### src/rtl/ccr_pkg.sv
// ccr_pkg: shared types and constants for the clock replacement block.
// Holds the operation codes, the controller states and the fixed field widths.
// No dependencies.
`default_nettype none

package ccr_pkg;

    // Fixed field widths of the stream payload
    localparam int SET_FIELD_W   = 8;
    localparam int WAY_FIELD_W   = 3;
    localparam int MODE_FIELD_W  = 2;
    localparam int TDATA_W       = 16;
    localparam int SET_LUT_DEPTH = 2 ** SET_FIELD_W;

    // Operation codes carried in s_tuser
    typedef enum logic [MODE_FIELD_W-1:0] {
        MODE_TOUCH  = 2'd0,
        MODE_FILL   = 2'd1,
        MODE_INVAL  = 2'd2,
        MODE_VICTIM = 2'd3
    } mode_t;

    // Controller states
    typedef enum logic [1:0] {
        ST_CLEAR  = 2'd0,
        ST_IDLE   = 2'd1,
        ST_MODIFY = 2'd2
    } state_t;

endpackage

`default_nettype wire

### src/rtl/ccr_ram.sv
// ccr_ram: generic simple dual-port RAM, one write and one registered read port.
// Used for the per-set replacement state. No dependencies.
`default_nettype none

module ccr_ram #(
    parameter int WIDTH = 11,
    parameter int DEPTH = 256
) (
    input  wire logic                                  aclk,
    input  wire logic                                  we,
    input  wire logic [(DEPTH > 1 ? $clog2(DEPTH) : 1)-1:0] waddr,
    input  wire logic [WIDTH-1:0]                      wdata,
    input  wire logic                                  re,
    input  wire logic [(DEPTH > 1 ? $clog2(DEPTH) : 1)-1:0] raddr,
    output logic      [WIDTH-1:0]                      rdata
);

    logic [WIDTH-1:0] mem [DEPTH];
    logic [WIDTH-1:0] rdata_reg;

    // write port
    always_ff @(posedge aclk) begin
        if (we) begin
            mem[waddr] <= wdata;
        end
    end

    // registered read port, holds while no read is issued
    always_ff @(posedge aclk) begin
        if (re) begin
            rdata_reg <= mem[raddr];
        end
    end

    assign rdata = rdata_reg;

endmodule

`default_nettype wire

### src/rtl/clock_cache_replacement.sv
// clock_cache_replacement: CLOCK (second chance) replacement state for a cache.
// Per-set reference bits and hand live in ccr_ram; uses ccr_pkg.
//
//  channel  | dir | tdata (low bit up)                 | tuser
//  ---------+-----+------------------------------------+-------------
//  s_       | in  | set_index[7:0], way[10:8], pad     | mode[1:0]
//  m_       | out | victim_set[7:0], victim_way[10:8]  | -
//
// Each transaction has two steps: a RAM read of the set's entry, then the
// sweep (rotated priority encode) and write-back of the same entry.
// After reset a clearing pass writes every set before the first input
// transaction is taken.
// A victim request waits in the write-back cycle while the output register
// still holds an untaken result; other operations do not wait.
`default_nettype none

module clock_cache_replacement
    import ccr_pkg::*;
#(
    parameter int NUM_SETS = 256,
    parameter int NUM_WAYS = 8
) (
    input  wire logic               aclk,
    input  wire logic               aresetn,
    input  wire logic               s_tvalid,
    output logic                    s_tready,
    input  wire logic [TDATA_W-1:0] s_tdata,   // set_index[7:0], way[10:8], zero pad
    input  wire logic [MODE_FIELD_W-1:0] s_tuser, // mode[1:0]
    output logic                    m_tvalid,
    input  wire logic               m_tready,
    output logic      [TDATA_W-1:0] m_tdata    // victim_set[7:0], victim_way[10:8], zero pad
);

    localparam int SET_AW = (NUM_SETS > 1) ? $clog2(NUM_SETS) : 1;
    localparam int WAY_AW = $clog2(NUM_WAYS);
    localparam int ENT_W  = NUM_WAYS + WAY_AW;

    // set index reduction table: raw field modulo NUM_SETS
    logic [SET_AW-1:0] set_lut [SET_LUT_DEPTH];

    for (genvar g = 0; g < SET_LUT_DEPTH; g++) begin : g_set_lut
        assign set_lut[g] = SET_AW'(g % NUM_SETS);
    end

    // control and item registers
    state_t                  state_reg, state_next;
    logic [SET_AW-1:0]       clr_cnt_reg, clr_cnt_next;
    mode_t                   mode_reg;
    logic [SET_FIELD_W-1:0]  raw_set_reg;
    logic [SET_AW-1:0]       set_reg;
    logic [WAY_FIELD_W-1:0]  way_reg;

    // output register
    logic                    m_valid_reg, m_valid_next;
    logic [SET_FIELD_W-1:0]  out_set_reg;
    logic [WAY_FIELD_W-1:0]  out_way_reg;

    // RAM interface
    logic                    ram_we;
    logic [SET_AW-1:0]       ram_waddr;
    logic [ENT_W-1:0]        ram_wdata;
    logic                    ram_re;
    logic [ENT_W-1:0]        ram_rdata;

    // datapath
    logic                    s_accept;
    logic                    out_load;
    logic [NUM_WAYS-1:0]     cur_bits;
    logic [WAY_AW-1:0]       cur_hand;
    logic [NUM_WAYS-1:0]     rot_bits;
    logic [NUM_WAYS-1:0]     rot_clr;
    logic [NUM_WAYS-1:0]     clr_mask;
    logic                    found;
    logic [WAY_AW-1:0]       first_clr;
    logic [WAY_AW:0]         victim_sum;
    logic [WAY_AW-1:0]       victim;
    logic [WAY_AW:0]         hand_sum;
    logic [WAY_AW-1:0]       new_hand;
    logic [NUM_WAYS-1:0]     new_bits;
    logic [WAY_AW+2:0]       way_ext;
    logic                    way_ok;
    logic [WAY_AW+2:0]       victim_ext;
    logic [NUM_WAYS-1:0]     victim_onehot;

    assign s_tready = (state_reg == ST_IDLE);
    assign s_accept = s_tvalid && s_tready;

    assign cur_bits = ram_rdata[NUM_WAYS-1:0];
    assign cur_hand = ram_rdata[ENT_W-1:NUM_WAYS];

    // sweep: rotate so the hand sits at bit 0, find the first clear way
    always_comb begin
        logic [2*NUM_WAYS-1:0] dbl;
        logic [2*NUM_WAYS-1:0] dbl_clr;
        dbl      = {cur_bits, cur_bits} >> cur_hand;
        rot_bits = dbl[NUM_WAYS-1:0];
        found     = 1'b0;
        first_clr = '0;
        for (int i = NUM_WAYS - 1; i >= 0; i--) begin
            if (!rot_bits[i]) begin
                found     = 1'b1;
                first_clr = WAY_AW'(i);
            end
        end
        // ways passed by the sweep lose their bit; all of them if none was clear
        for (int i = 0; i < NUM_WAYS; i++) begin
            rot_clr[i] = !found || (WAY_AW'(i) < first_clr);
        end
        dbl_clr  = {rot_clr, rot_clr} << cur_hand;
        clr_mask = dbl_clr[2*NUM_WAYS-1:NUM_WAYS];
    end

    // victim way and advanced hand, both modulo NUM_WAYS
    always_comb begin
        victim_sum = {1'b0, cur_hand} + {1'b0, first_clr};
        if (victim_sum >= (WAY_AW+1)'(NUM_WAYS)) begin
            victim_sum = victim_sum - (WAY_AW+1)'(NUM_WAYS);
        end
        victim   = victim_sum[WAY_AW-1:0];
        hand_sum = {1'b0, victim} + (WAY_AW+1)'(1);
        if (hand_sum >= (WAY_AW+1)'(NUM_WAYS)) begin
            hand_sum = '0;
        end
        new_hand = hand_sum[WAY_AW-1:0];
    end

    assign way_ext    = (WAY_AW+3)'(way_reg);
    assign way_ok     = way_ext < (WAY_AW+3)'(NUM_WAYS);
    assign victim_ext = {3'b000, victim};
    assign victim_onehot = {{(NUM_WAYS-1){1'b0}}, 1'b1} << victim;

    // new reference bits for the operation in flight
    always_comb begin
        new_bits = cur_bits;
        case (mode_reg)
            MODE_TOUCH, MODE_FILL: begin
                for (int j = 0; j < NUM_WAYS; j++) begin
                    if (way_ok && way_ext == (WAY_AW+3)'(j)) begin
                        new_bits[j] = 1'b1;
                    end
                end
            end
            MODE_INVAL: begin
                for (int j = 0; j < NUM_WAYS; j++) begin
                    if (way_ok && way_ext == (WAY_AW+3)'(j)) begin
                        new_bits[j] = 1'b0;
                    end
                end
            end
            MODE_VICTIM: begin
                new_bits = cur_bits & ~clr_mask;
            end
            default: begin
                new_bits = cur_bits;
            end
        endcase
    end

    // controller: next state, RAM strobes, output load
    always_comb begin
        state_next   = state_reg;
        clr_cnt_next = clr_cnt_reg;
        ram_we       = 1'b0;
        ram_waddr    = set_reg;
        ram_wdata    = {cur_hand, new_bits};
        ram_re       = 1'b0;
        out_load     = 1'b0;
        case (state_reg)
            ST_CLEAR: begin
                ram_we       = 1'b1;
                ram_waddr    = clr_cnt_reg;
                ram_wdata    = '0;
                clr_cnt_next = clr_cnt_reg + SET_AW'(1);
                if (clr_cnt_reg == SET_AW'(NUM_SETS - 1)) begin
                    state_next = ST_IDLE;
                end
            end
            ST_IDLE: begin
                ram_re = s_accept;
                if (s_accept) begin
                    state_next = ST_MODIFY;
                end
            end
            ST_MODIFY: begin
                if (mode_reg == MODE_VICTIM) begin
                    if (!m_valid_reg || m_tready) begin
                        out_load   = 1'b1;
                        ram_we     = 1'b1;
                        ram_wdata  = {new_hand, new_bits};
                        state_next = ST_IDLE;
                    end
                end else begin
                    ram_we     = 1'b1;
                    state_next = ST_IDLE;
                end
            end
            default: begin
                state_next = ST_IDLE;
            end
        endcase
    end

    // output valid follows load and take
    always_comb begin
        m_valid_next = m_valid_reg;
        if (out_load) begin
            m_valid_next = 1'b1;
        end else if (m_tready) begin
            m_valid_next = 1'b0;
        end
    end

    // control registers
    always_ff @(posedge aclk) begin
        if (!aresetn) begin
            state_reg   <= ST_CLEAR;
            clr_cnt_reg <= '0;
            m_valid_reg <= 1'b0;
        end else begin
            state_reg   <= state_next;
            clr_cnt_reg <= clr_cnt_next;
            m_valid_reg <= m_valid_next;
        end
    end

    // item capture on an accepted transaction
    always_ff @(posedge aclk) begin
        if (s_accept) begin
            mode_reg    <= mode_t'(s_tuser);
            raw_set_reg <= s_tdata[SET_FIELD_W-1:0];
            set_reg     <= set_lut[s_tdata[SET_FIELD_W-1:0]];
            way_reg     <= s_tdata[SET_FIELD_W +: WAY_FIELD_W];
        end
    end

    // result payload
    always_ff @(posedge aclk) begin
        if (out_load) begin
            out_set_reg <= raw_set_reg;
            out_way_reg <= victim_ext[WAY_FIELD_W-1:0];
        end
    end

    assign m_tvalid = m_valid_reg;
    assign m_tdata  = {{(TDATA_W - SET_FIELD_W - WAY_FIELD_W){1'b0}}, out_way_reg, out_set_reg};

    ccr_ram #(
        .WIDTH (ENT_W),
        .DEPTH (NUM_SETS)
    ) u_state_ram (
        .aclk  (aclk),
        .we    (ram_we),
        .waddr (ram_waddr),
        .wdata (ram_wdata),
        .re    (ram_re),
        .raddr (set_lut[s_tdata[SET_FIELD_W-1:0]]),
        .rdata (ram_rdata)
    );

    // an accepted transaction always moves on to the write-back cycle
    a_accept_to_modify: assert property (@(posedge aclk) disable iff (!aresetn)
        s_accept |=> state_reg == ST_MODIFY)
        else $error("accepted transaction did not reach write-back");

    // only a victim request produces a result
    a_load_victim_only: assert property (@(posedge aclk) disable iff (!aresetn)
        out_load |-> mode_reg == MODE_VICTIM)
        else $error("result loaded for a non-victim operation");

    // the chosen victim always leaves with its reference bit clear
    a_victim_bit_clear: assert property (@(posedge aclk) disable iff (!aresetn)
        out_load |-> (new_bits & victim_onehot) == '0)
        else $error("victim way still referenced after sweep");

    // the hand written back stays within the ways
    a_hand_in_range: assert property (@(posedge aclk) disable iff (!aresetn)
        ram_we |-> ram_wdata[ENT_W-1:NUM_WAYS] < WAY_AW'(NUM_WAYS - 1)
                   || ram_wdata[ENT_W-1:NUM_WAYS] == WAY_AW'(NUM_WAYS - 1))
        else $error("clock hand out of range");

endmodule

`default_nettype wire
### config.mk
export PLATFORM = sky130hd
export DESIGN_NAME = clock_cache_replacement
export DESIGN_NICKNAME = d
export VERILOG_FILES = /design/src/rtl/ccr_pkg.sv /design/src/rtl/ccr_ram.sv /design/src/rtl/clock_cache_replacement.sv
export SDC_FILE = /design/constraint.sdc
export NUM_CORES = 2
export LEC_CHECK = 0
export ABC_CLOCK_PERIOD_IN_PS = 41300
export BUFFER_PORTS_ARGS = -buffer_cell sky130_fd_sc_hd__buf_2
export CORE_MARGIN = 2
export CORE_UTILIZATION = 35
export DETAILED_ROUTE_END_ITERATION = 16
export HOLD_SLACK_MARGIN = 0.06
export MAX_ROUTING_LAYER = met4
export SLEW_MARGIN = 10
export SYNTH_ARGS = -nofsm -noshare
export SYNTH_HDL_FRONTEND = slang
export SYNTH_HIERARCHICAL = 1
export SYNTH_SLANG_ARGS = --single-unit
### constraint.sdc
create_clock -name aclk -period 41.3 [get_ports aclk]
set_input_delay 8.26 -clock aclk [delete_from_list [all_inputs] [get_ports aclk]]
set_output_delay 8.26 -clock aclk [all_outputs]
set_load 0.1 [all_outputs]
-- After elaboration in Yosys (flattened, before gate mapping)
Memories as Yosys holds them, arrays and structs flattened. A register that Yosys moved wholly into a read port is not among the register bits.
Index checks and enable logic that the tools add are counted.
- register bits: 43
- bits in latches: 0
- RAM bits: 2816
- bits in read-only memories: 2048
- input port bits: 22
- output and inout bits: 18
- word-level logic and storage cells: 130
- memories kept: 2
- add/subtract/negate cells: 4
- multipliers: 0
- divide/modulo/power cells: 0
- $lt $le $gt $ge: 12
- equality and inequality tests: 16
- shift operators: 2
- mux-type cells: 56
- bitwise logic cells: 3
- reductions and logical operators: 26
- memories (name ; depth ; width ; read ports ; clocked after Yosys merged registers in ; wr ports ; line ; source):
    u_state_ram.mem ; 256 ; 11 ; 1 ; 1 ; 1 ; ccr_ram.sv:18 ; logic [WIDTH-1:0] mem [DEPTH];
    (name not given) ; 256 ; 8 ; 1 ; 0 ; 0 ; clock_cache_replacement.sv:256 ; .raddr (set_lut[s_tdata[SET_FIELD_W-1:0]]),
- operators with widths (kind ; number):
    1-bit 2-to-1 mux ; 33
    3-bit 2-to-1 mux ; 10
    8-bit 2-to-1 mux ; 3
    8-bit case mux with 3 select lines ; 1
    11-bit 2-to-1 mux ; 2
    11-bit case mux with 2 select lines ; 1
    16-bit by 3-bit left shift with 16-bit output ; 1
    16-bit by 3-bit right shift with 8-bit output ; 1
    3-bit == test (second input constant) ; 4
    3-bit < comparator (first input constant) ; 4
    9-bit >= comparator (second input constant) ; 1
    1-bit logical AND ; 9
    1-bit logical OR ; 9
    8-bit NOT with 9-bit output ; 1
    8-bit by 1-bit adder with 8-bit output (second input constant) ; 1
    8-bit AND ; 1
    8-bit == test (second input constant) ; 1
    4-bit >= comparator (second input constant) ; 2
    2-bit 2-to-1 mux ; 4
    8-bit NOT ; 1
    2-bit == test (second input constant) ; 3
    3-bit by 2-bit == test with 1-bit output (second input constant) ; 2
    6-bit logical NOT ; 1
    1-bit by 3-bit < comparator with 1-bit output (first input constant) ; 2
    other kinds (17) ; 21

-- Logic depth before layout (Yosys ltp)
- word-level depth: 18
- depth in mapped cells: 15
- gate-level depth less buffers: 13

-- By module
Netlist, hierarchy kept.
- modules (own cells, without submodules) (module ; times used ; cells an instance ; area each (µm²) ; sequential area each (µm²)):
    ccr_ram ; 1 ; 4999 ; 108823.1 ; 84891.4
    clock_cache_replacement ; 1 ; 282 ; 2577.5 ; 940.9

-- Least setup slack after synthesis
No wires, ideal clock.
- path kind: input to register
- from: input port m_tready
- to: memory u_state_ram.mem[0][10] (data pin)
- library setup time: 1.574 ns
- arrival time: 15.748 ns
- required time: 39.726 ns
- slack: 23.977 ns
- stages on the path: 5
- path buffers: 0
- cell sequence: nor2b_1 or2_2 nor2_1 o21ai_0 a21oi_1
- longest elaborated chain between the ends: 4
- RTL lines (element ; line ; source):
    start, declared ; clock_cache_replacement.sv:30 ; input wire logic m_tready,
    1-bit logical OR ; clock_cache_replacement.sv:186 ; if (!m_valid_reg || m_tready) begin
    11-bit 2-to-1 mux ; clock_cache_replacement.sv:186 ;
    11-bit 2-to-1 mux ; clock_cache_replacement.sv:185 ; if (mode_reg == MODE_VICTIM) begin
    11-bit case mux with 2 select lines ; clock_cache_replacement.sv:168 ; case (state_reg)
    via ram_wdata[10] ; clock_cache_replacement.sv:61 ; logic [ENT_W-1:0] ram_wdata;
    end, declared ; ccr_ram.sv:18 ;
The timed path passes the listed nets, and every way through them passes these cells.

-- Worst setup path after layout
- from: input port s_tdata[1]
- to: register u_state_ram.rdata_reg[6] (netlist: u_state_ram/rdata[6]) (read register of u_state_ram.mem) (data pin)
- longest elaborated chain between the ends: 4
- RTL lines (element ; line ; source):
    start, declared ; clock_cache_replacement.sv:27 ; input wire logic [TDATA_W-1:0] s_tdata,
    8-bit NOT with 9-bit output (not written as such) ; clock_cache_replacement.sv:256 ;
    memory read 256 x 8 bit ; n/a ;
    8-bit 2-to-1 mux (not written as such) (2 in series) ; clock_cache_replacement.sv:256 ;
    end, declared ; ccr_ram.sv:19 ; logic [WIDTH-1:0] rdata_reg;
No other way between the ends. The select of a mux whose other input is x is not followed.
A chain may end at the register's enable or synchronous reset.

==> impl_metrics.json <==
{
  "place_worst_setup_slack_ns": 26.85,
  "grt_first_pass_wirelength_um": 402000,
  "fmax_ghz": 0.0735,
  "synthArstFlopShare": 0,
  "cts_buffers": 287,
  "grt_use_met3": 0.0308,
  "grt.busiest_layer": "met2",
  "wire_per_inst_um": 28.6,
  "cts-root-buf": "clkbuf_16",
  "clkPwrFrac": 0.425,
  "n_fill_cell": 27808,
  "critPathMaxFanout": 72,
  "path_buf_inv": 5,
  "status": "finished clean",
  "clk_latency_ns": 0.88,
  "report.final.setup_viol": 0,
  "synth_area_leader_cell": "edfxtp_1",
  "synth_top_area_frac": 0.769,
  "syn_inst": 5281,
  "r2r_cells": 15,
  "drive_gt1_frac": 0.223,
  "drc": 0,
  "gr-usage-met2": 0.271,
  "slew_violations": 0,
  "internal_power_mw": 4.66,
  "required_ns": 41.82,
  "synthFlopType": "edfxtp_1",
  "largest_register_ffs": 2816,
  "critical_path_class": "input pin to flip-flop",
  "cpMaxStageDelayCell": "a311oi_1",
  "gr-total-overflow": 0,
  "antenna_found_initial": 9,
  "synth-seq-cells": 2862,
  "die_x_um": 568,
  "die-area_mm2": 0.323,
  "h-tree-depth": 5,
  "clk_path_buf_depth": 4,
  "cp_slowest_stage_delay_ns": 0.99,
  "tightest_slew_ns": 1.30,
  "slew_headroom": 0.123,
  "seqPwrFrac": 0.535,
  "synth_edf_count": 2851,
  "total_leakage_power_nw": 40.1,
  "clock-sinks": 2862,
  "power_density_mw_per_mm2": 46.9,
  "ir_drop_uv": 28.3,
  "ant_nets": 0,
  "path_delay_family": "buffers and inverters",
  "rsz0062_at_grt": "no",
  "area.growth.synth_to_final_pct": 12.6,
  "cp-end-kind": "flip-flop",
  "post_dp_cell_area_mm2": 0.116,
  "synth-seq-area-share": 0.770,
  "hold_violations": 0,
  "fp.coreArea_mm2": 0.317,
  "pwr-share-comb": 0.039,
  "vias_per_cell": 5.59,
  "cts_setup_buffers": 0,
  "synth_warnings": 6,
  "gp_congestion": 0.834,
  "drt_pass1_iterations": 6,
  "num_vias": 54989,
  "initial_utilization": 0.351,
  "power.share.switching": 0.208,
  "min_path_type": "flip-flop to flip-flop",
  "synth_area_leaders": "edfxtp_1, mux4_2, mux2i_1",
  "path_depth": 11,
  "drt_iter0_drc": 6384,
  "p_sw_mw": 1.22,
  "grt_max_degree": 257,
  "cp.arrival_ns": 14.12,
  "io_pins": 40,
  "total_power_mw": 5.89,
  "drv_cap": 0,
  "layout_setup_ws_ns": 27.70,
  "tns_ns": 0,
  "die_h_um": 568,
  "path_common_cell": "buf_4",
  "clock_skew_ns": 0.0506,
  "grt_pass1_vias": 54625,
  "met1_usage": 0.241,
  "synth_area_mm2": 0.111,
  "startpoint_type": "input pin",
  "yosysUniqueCellTypes": 74,
  "fin_crit_sh": 0.329,
  "cts_tree": "done",
  "grt_util_all_layers": 0.177,
  "final_nets": 5475,
  "worstPathCellList": "buf_8, buf_4, buf_4, buf_4, buf_4, mux4_2, a22oi_1, and3_1, a211oi_1, a311oi_1, nor4_1",
  "finalWirelength_um": 282000,
  "cts_resized": 0,
  "port_buffers": 29,
  "synth_area_per_cell_um2": 21.1,
  "fin_crit_ns": 13.60,
  "hold_path_depth": 0,
  "num_rows": 207,
  "dp_hpwl_um": 164000,
  "final_area_mm2": 0.125,
  "clk_pin_slew_ns": 0.06,
  "cts_hold_buf": 0,
  "regToRegSetupSlack_ns": 34.34
}
## Yosys cell counts (all sizes together), types with 5 or more instances
master,number
and2,14
a22o,39
o21ai,39
buf,173
a221o,6
a221oi,31
nand4,18
or3,11
nand2b,12
nand2,90
and3,8
a211oi,24
a311oi,11
and3b,5
inv,13
edfxtp,2851
o22ai,86
mux4,617
or2,8
mux2i,242
a2111oi,14
xnor2,6
a31oi,8
dfxtp,11
a32oi,6
a21oi,84
a21boi,12
nor3b,5
nor2b,21
mux2,9
nor2,303
o221ai,48
o211ai,17
nand3,50
nor3,44
clkbuf,150
a22oi,125
nor4,21
## power groups by stage
stage               logic (mW)  registers (mW)  clock network, mW
global placement         0.231            3.21                  0
finish                   0.232            3.15               2.50
global route             0.242            3.15               2.66
detailed placement       0.232            3.21                  0
floorplan                0.151            3.21                  0
CTS                      0.233            3.15               2.55
## cells in the final DEF (no fill, tap or decap), drive strengths merged, types with 6 or more instances in the layout
cell / synthesis / layout
edfxtp: 2851 / 2851
mux4: 617 / 617
clkbuf: 150 / 354
nor2: 303 / 303
mux2i: 242 / 242
buf: 173 / 198
a22oi: 125 / 125
clkinv: 1 / 118
nand2: 90 / 90
o22ai: 86 / 86
a21oi: 84 / 84
nand3: 50 / 50
o221ai: 48 / 48
nor3: 44 / 44
o21ai: 39 / 39
a22o: 39 / 39
a221oi: 31 / 31
a211oi: 24 / 24
nor4: 21 / 21
nor2b: 21 / 21
inv: 13 / 21
nand4: 18 / 18
bufinv: 0 / 18
o211ai: 17 / 17
and2: 14 / 14
a2111oi: 14 / 14
nand2b: 12 / 12
a21boi: 12 / 12
or3: 11 / 11
dfxtp: 11 / 11
a311oi: 11 / 11
mux2: 9 / 9
or2: 8 / 8
a31oi: 8 / 8
and3: 8 / 8
xnor2: 6 / 6
a32oi: 6 / 6
a221o: 6 / 6
## cell families (layout without fill, tap and decap cells)
kind of cell | after synthesis | in the layout | synth area share
mux | 868 | 868 | 0.147
flops | 2862 | 2862 | 0.770
other cells | 1 | 8 | 0.0000337
compound gates | 582 | 582 | 0.0381
xor+xnor | 7 | 7 | 0.000550
fa+ha+maj | 4 | 4 | 0.000517
buf+inv | 337 | 711 | 0.0174
simple gates | 620 | 620 | 0.0254
## path summary, 6_finish.rpt
check	to	startpoint
hold reg to reg	out_set_reg[2]	raw_set_reg[2]
hold / removal	out_set_reg[2]	raw_set_reg[2]
setup / recovery	u_state_ram/rdata[6]	s_tdata[1]
setup reg to reg	u_state_ram/mem[37][10]	u_state_ram/rdata[9]
## per-stage QoR
| stage | utilization | instances | hold slack (ns) |
|---|---|---|---|
| 3_5_place_dp | 0.367 | 9337 | 0.454 |
| 2_1_floorplan | - | 5285 | 0.426 |
| 5_1_grt | 0.396 | 9841 | 0.479 |
| 6_report | 0.396 | 9842 | 0.462 |
| 3_3_place_gp | 0.367 | 9337 | 0.443 |
| 4_1_cts | 0.395 | 9836 | 0.468 |
## layer usage
metal	part of all wire	routed length, um
met2	0.47	133000
met4	0.029	8230
met1	0.41	117000
met5	0	0
met3	0.084	23600
## cell type report
class | count | area (um^2) | share of cell area
Clock inverter | 145 | 1300 | 0.0103
Timing Repair Buffer | 198 | 1610 | 0.0128
Clock buffer | 354 | 7600 | 0.0606
Multi-Input combinational cell | 2086 | 23900 | 0.190
Sequential cell | 2862 | 85800 | 0.684
Antenna cell | 3 | 7.51 | 0.0000598
Inverter | 14 | 52.6 | 0.000419
Tap cell | 4180 | 5230 | 0.0417
## worst reg2reg max path: cells and delay by family (launching register included)
family,cells,cell delay [ns]
compound gates,4,0.62
fa+ha+maj,2,0.58
xor+xnor,2,0.50
flops,1,1.09
mux,3,1.24
buf+inv,4,2.50
Power figures use the tool's default switching activity.
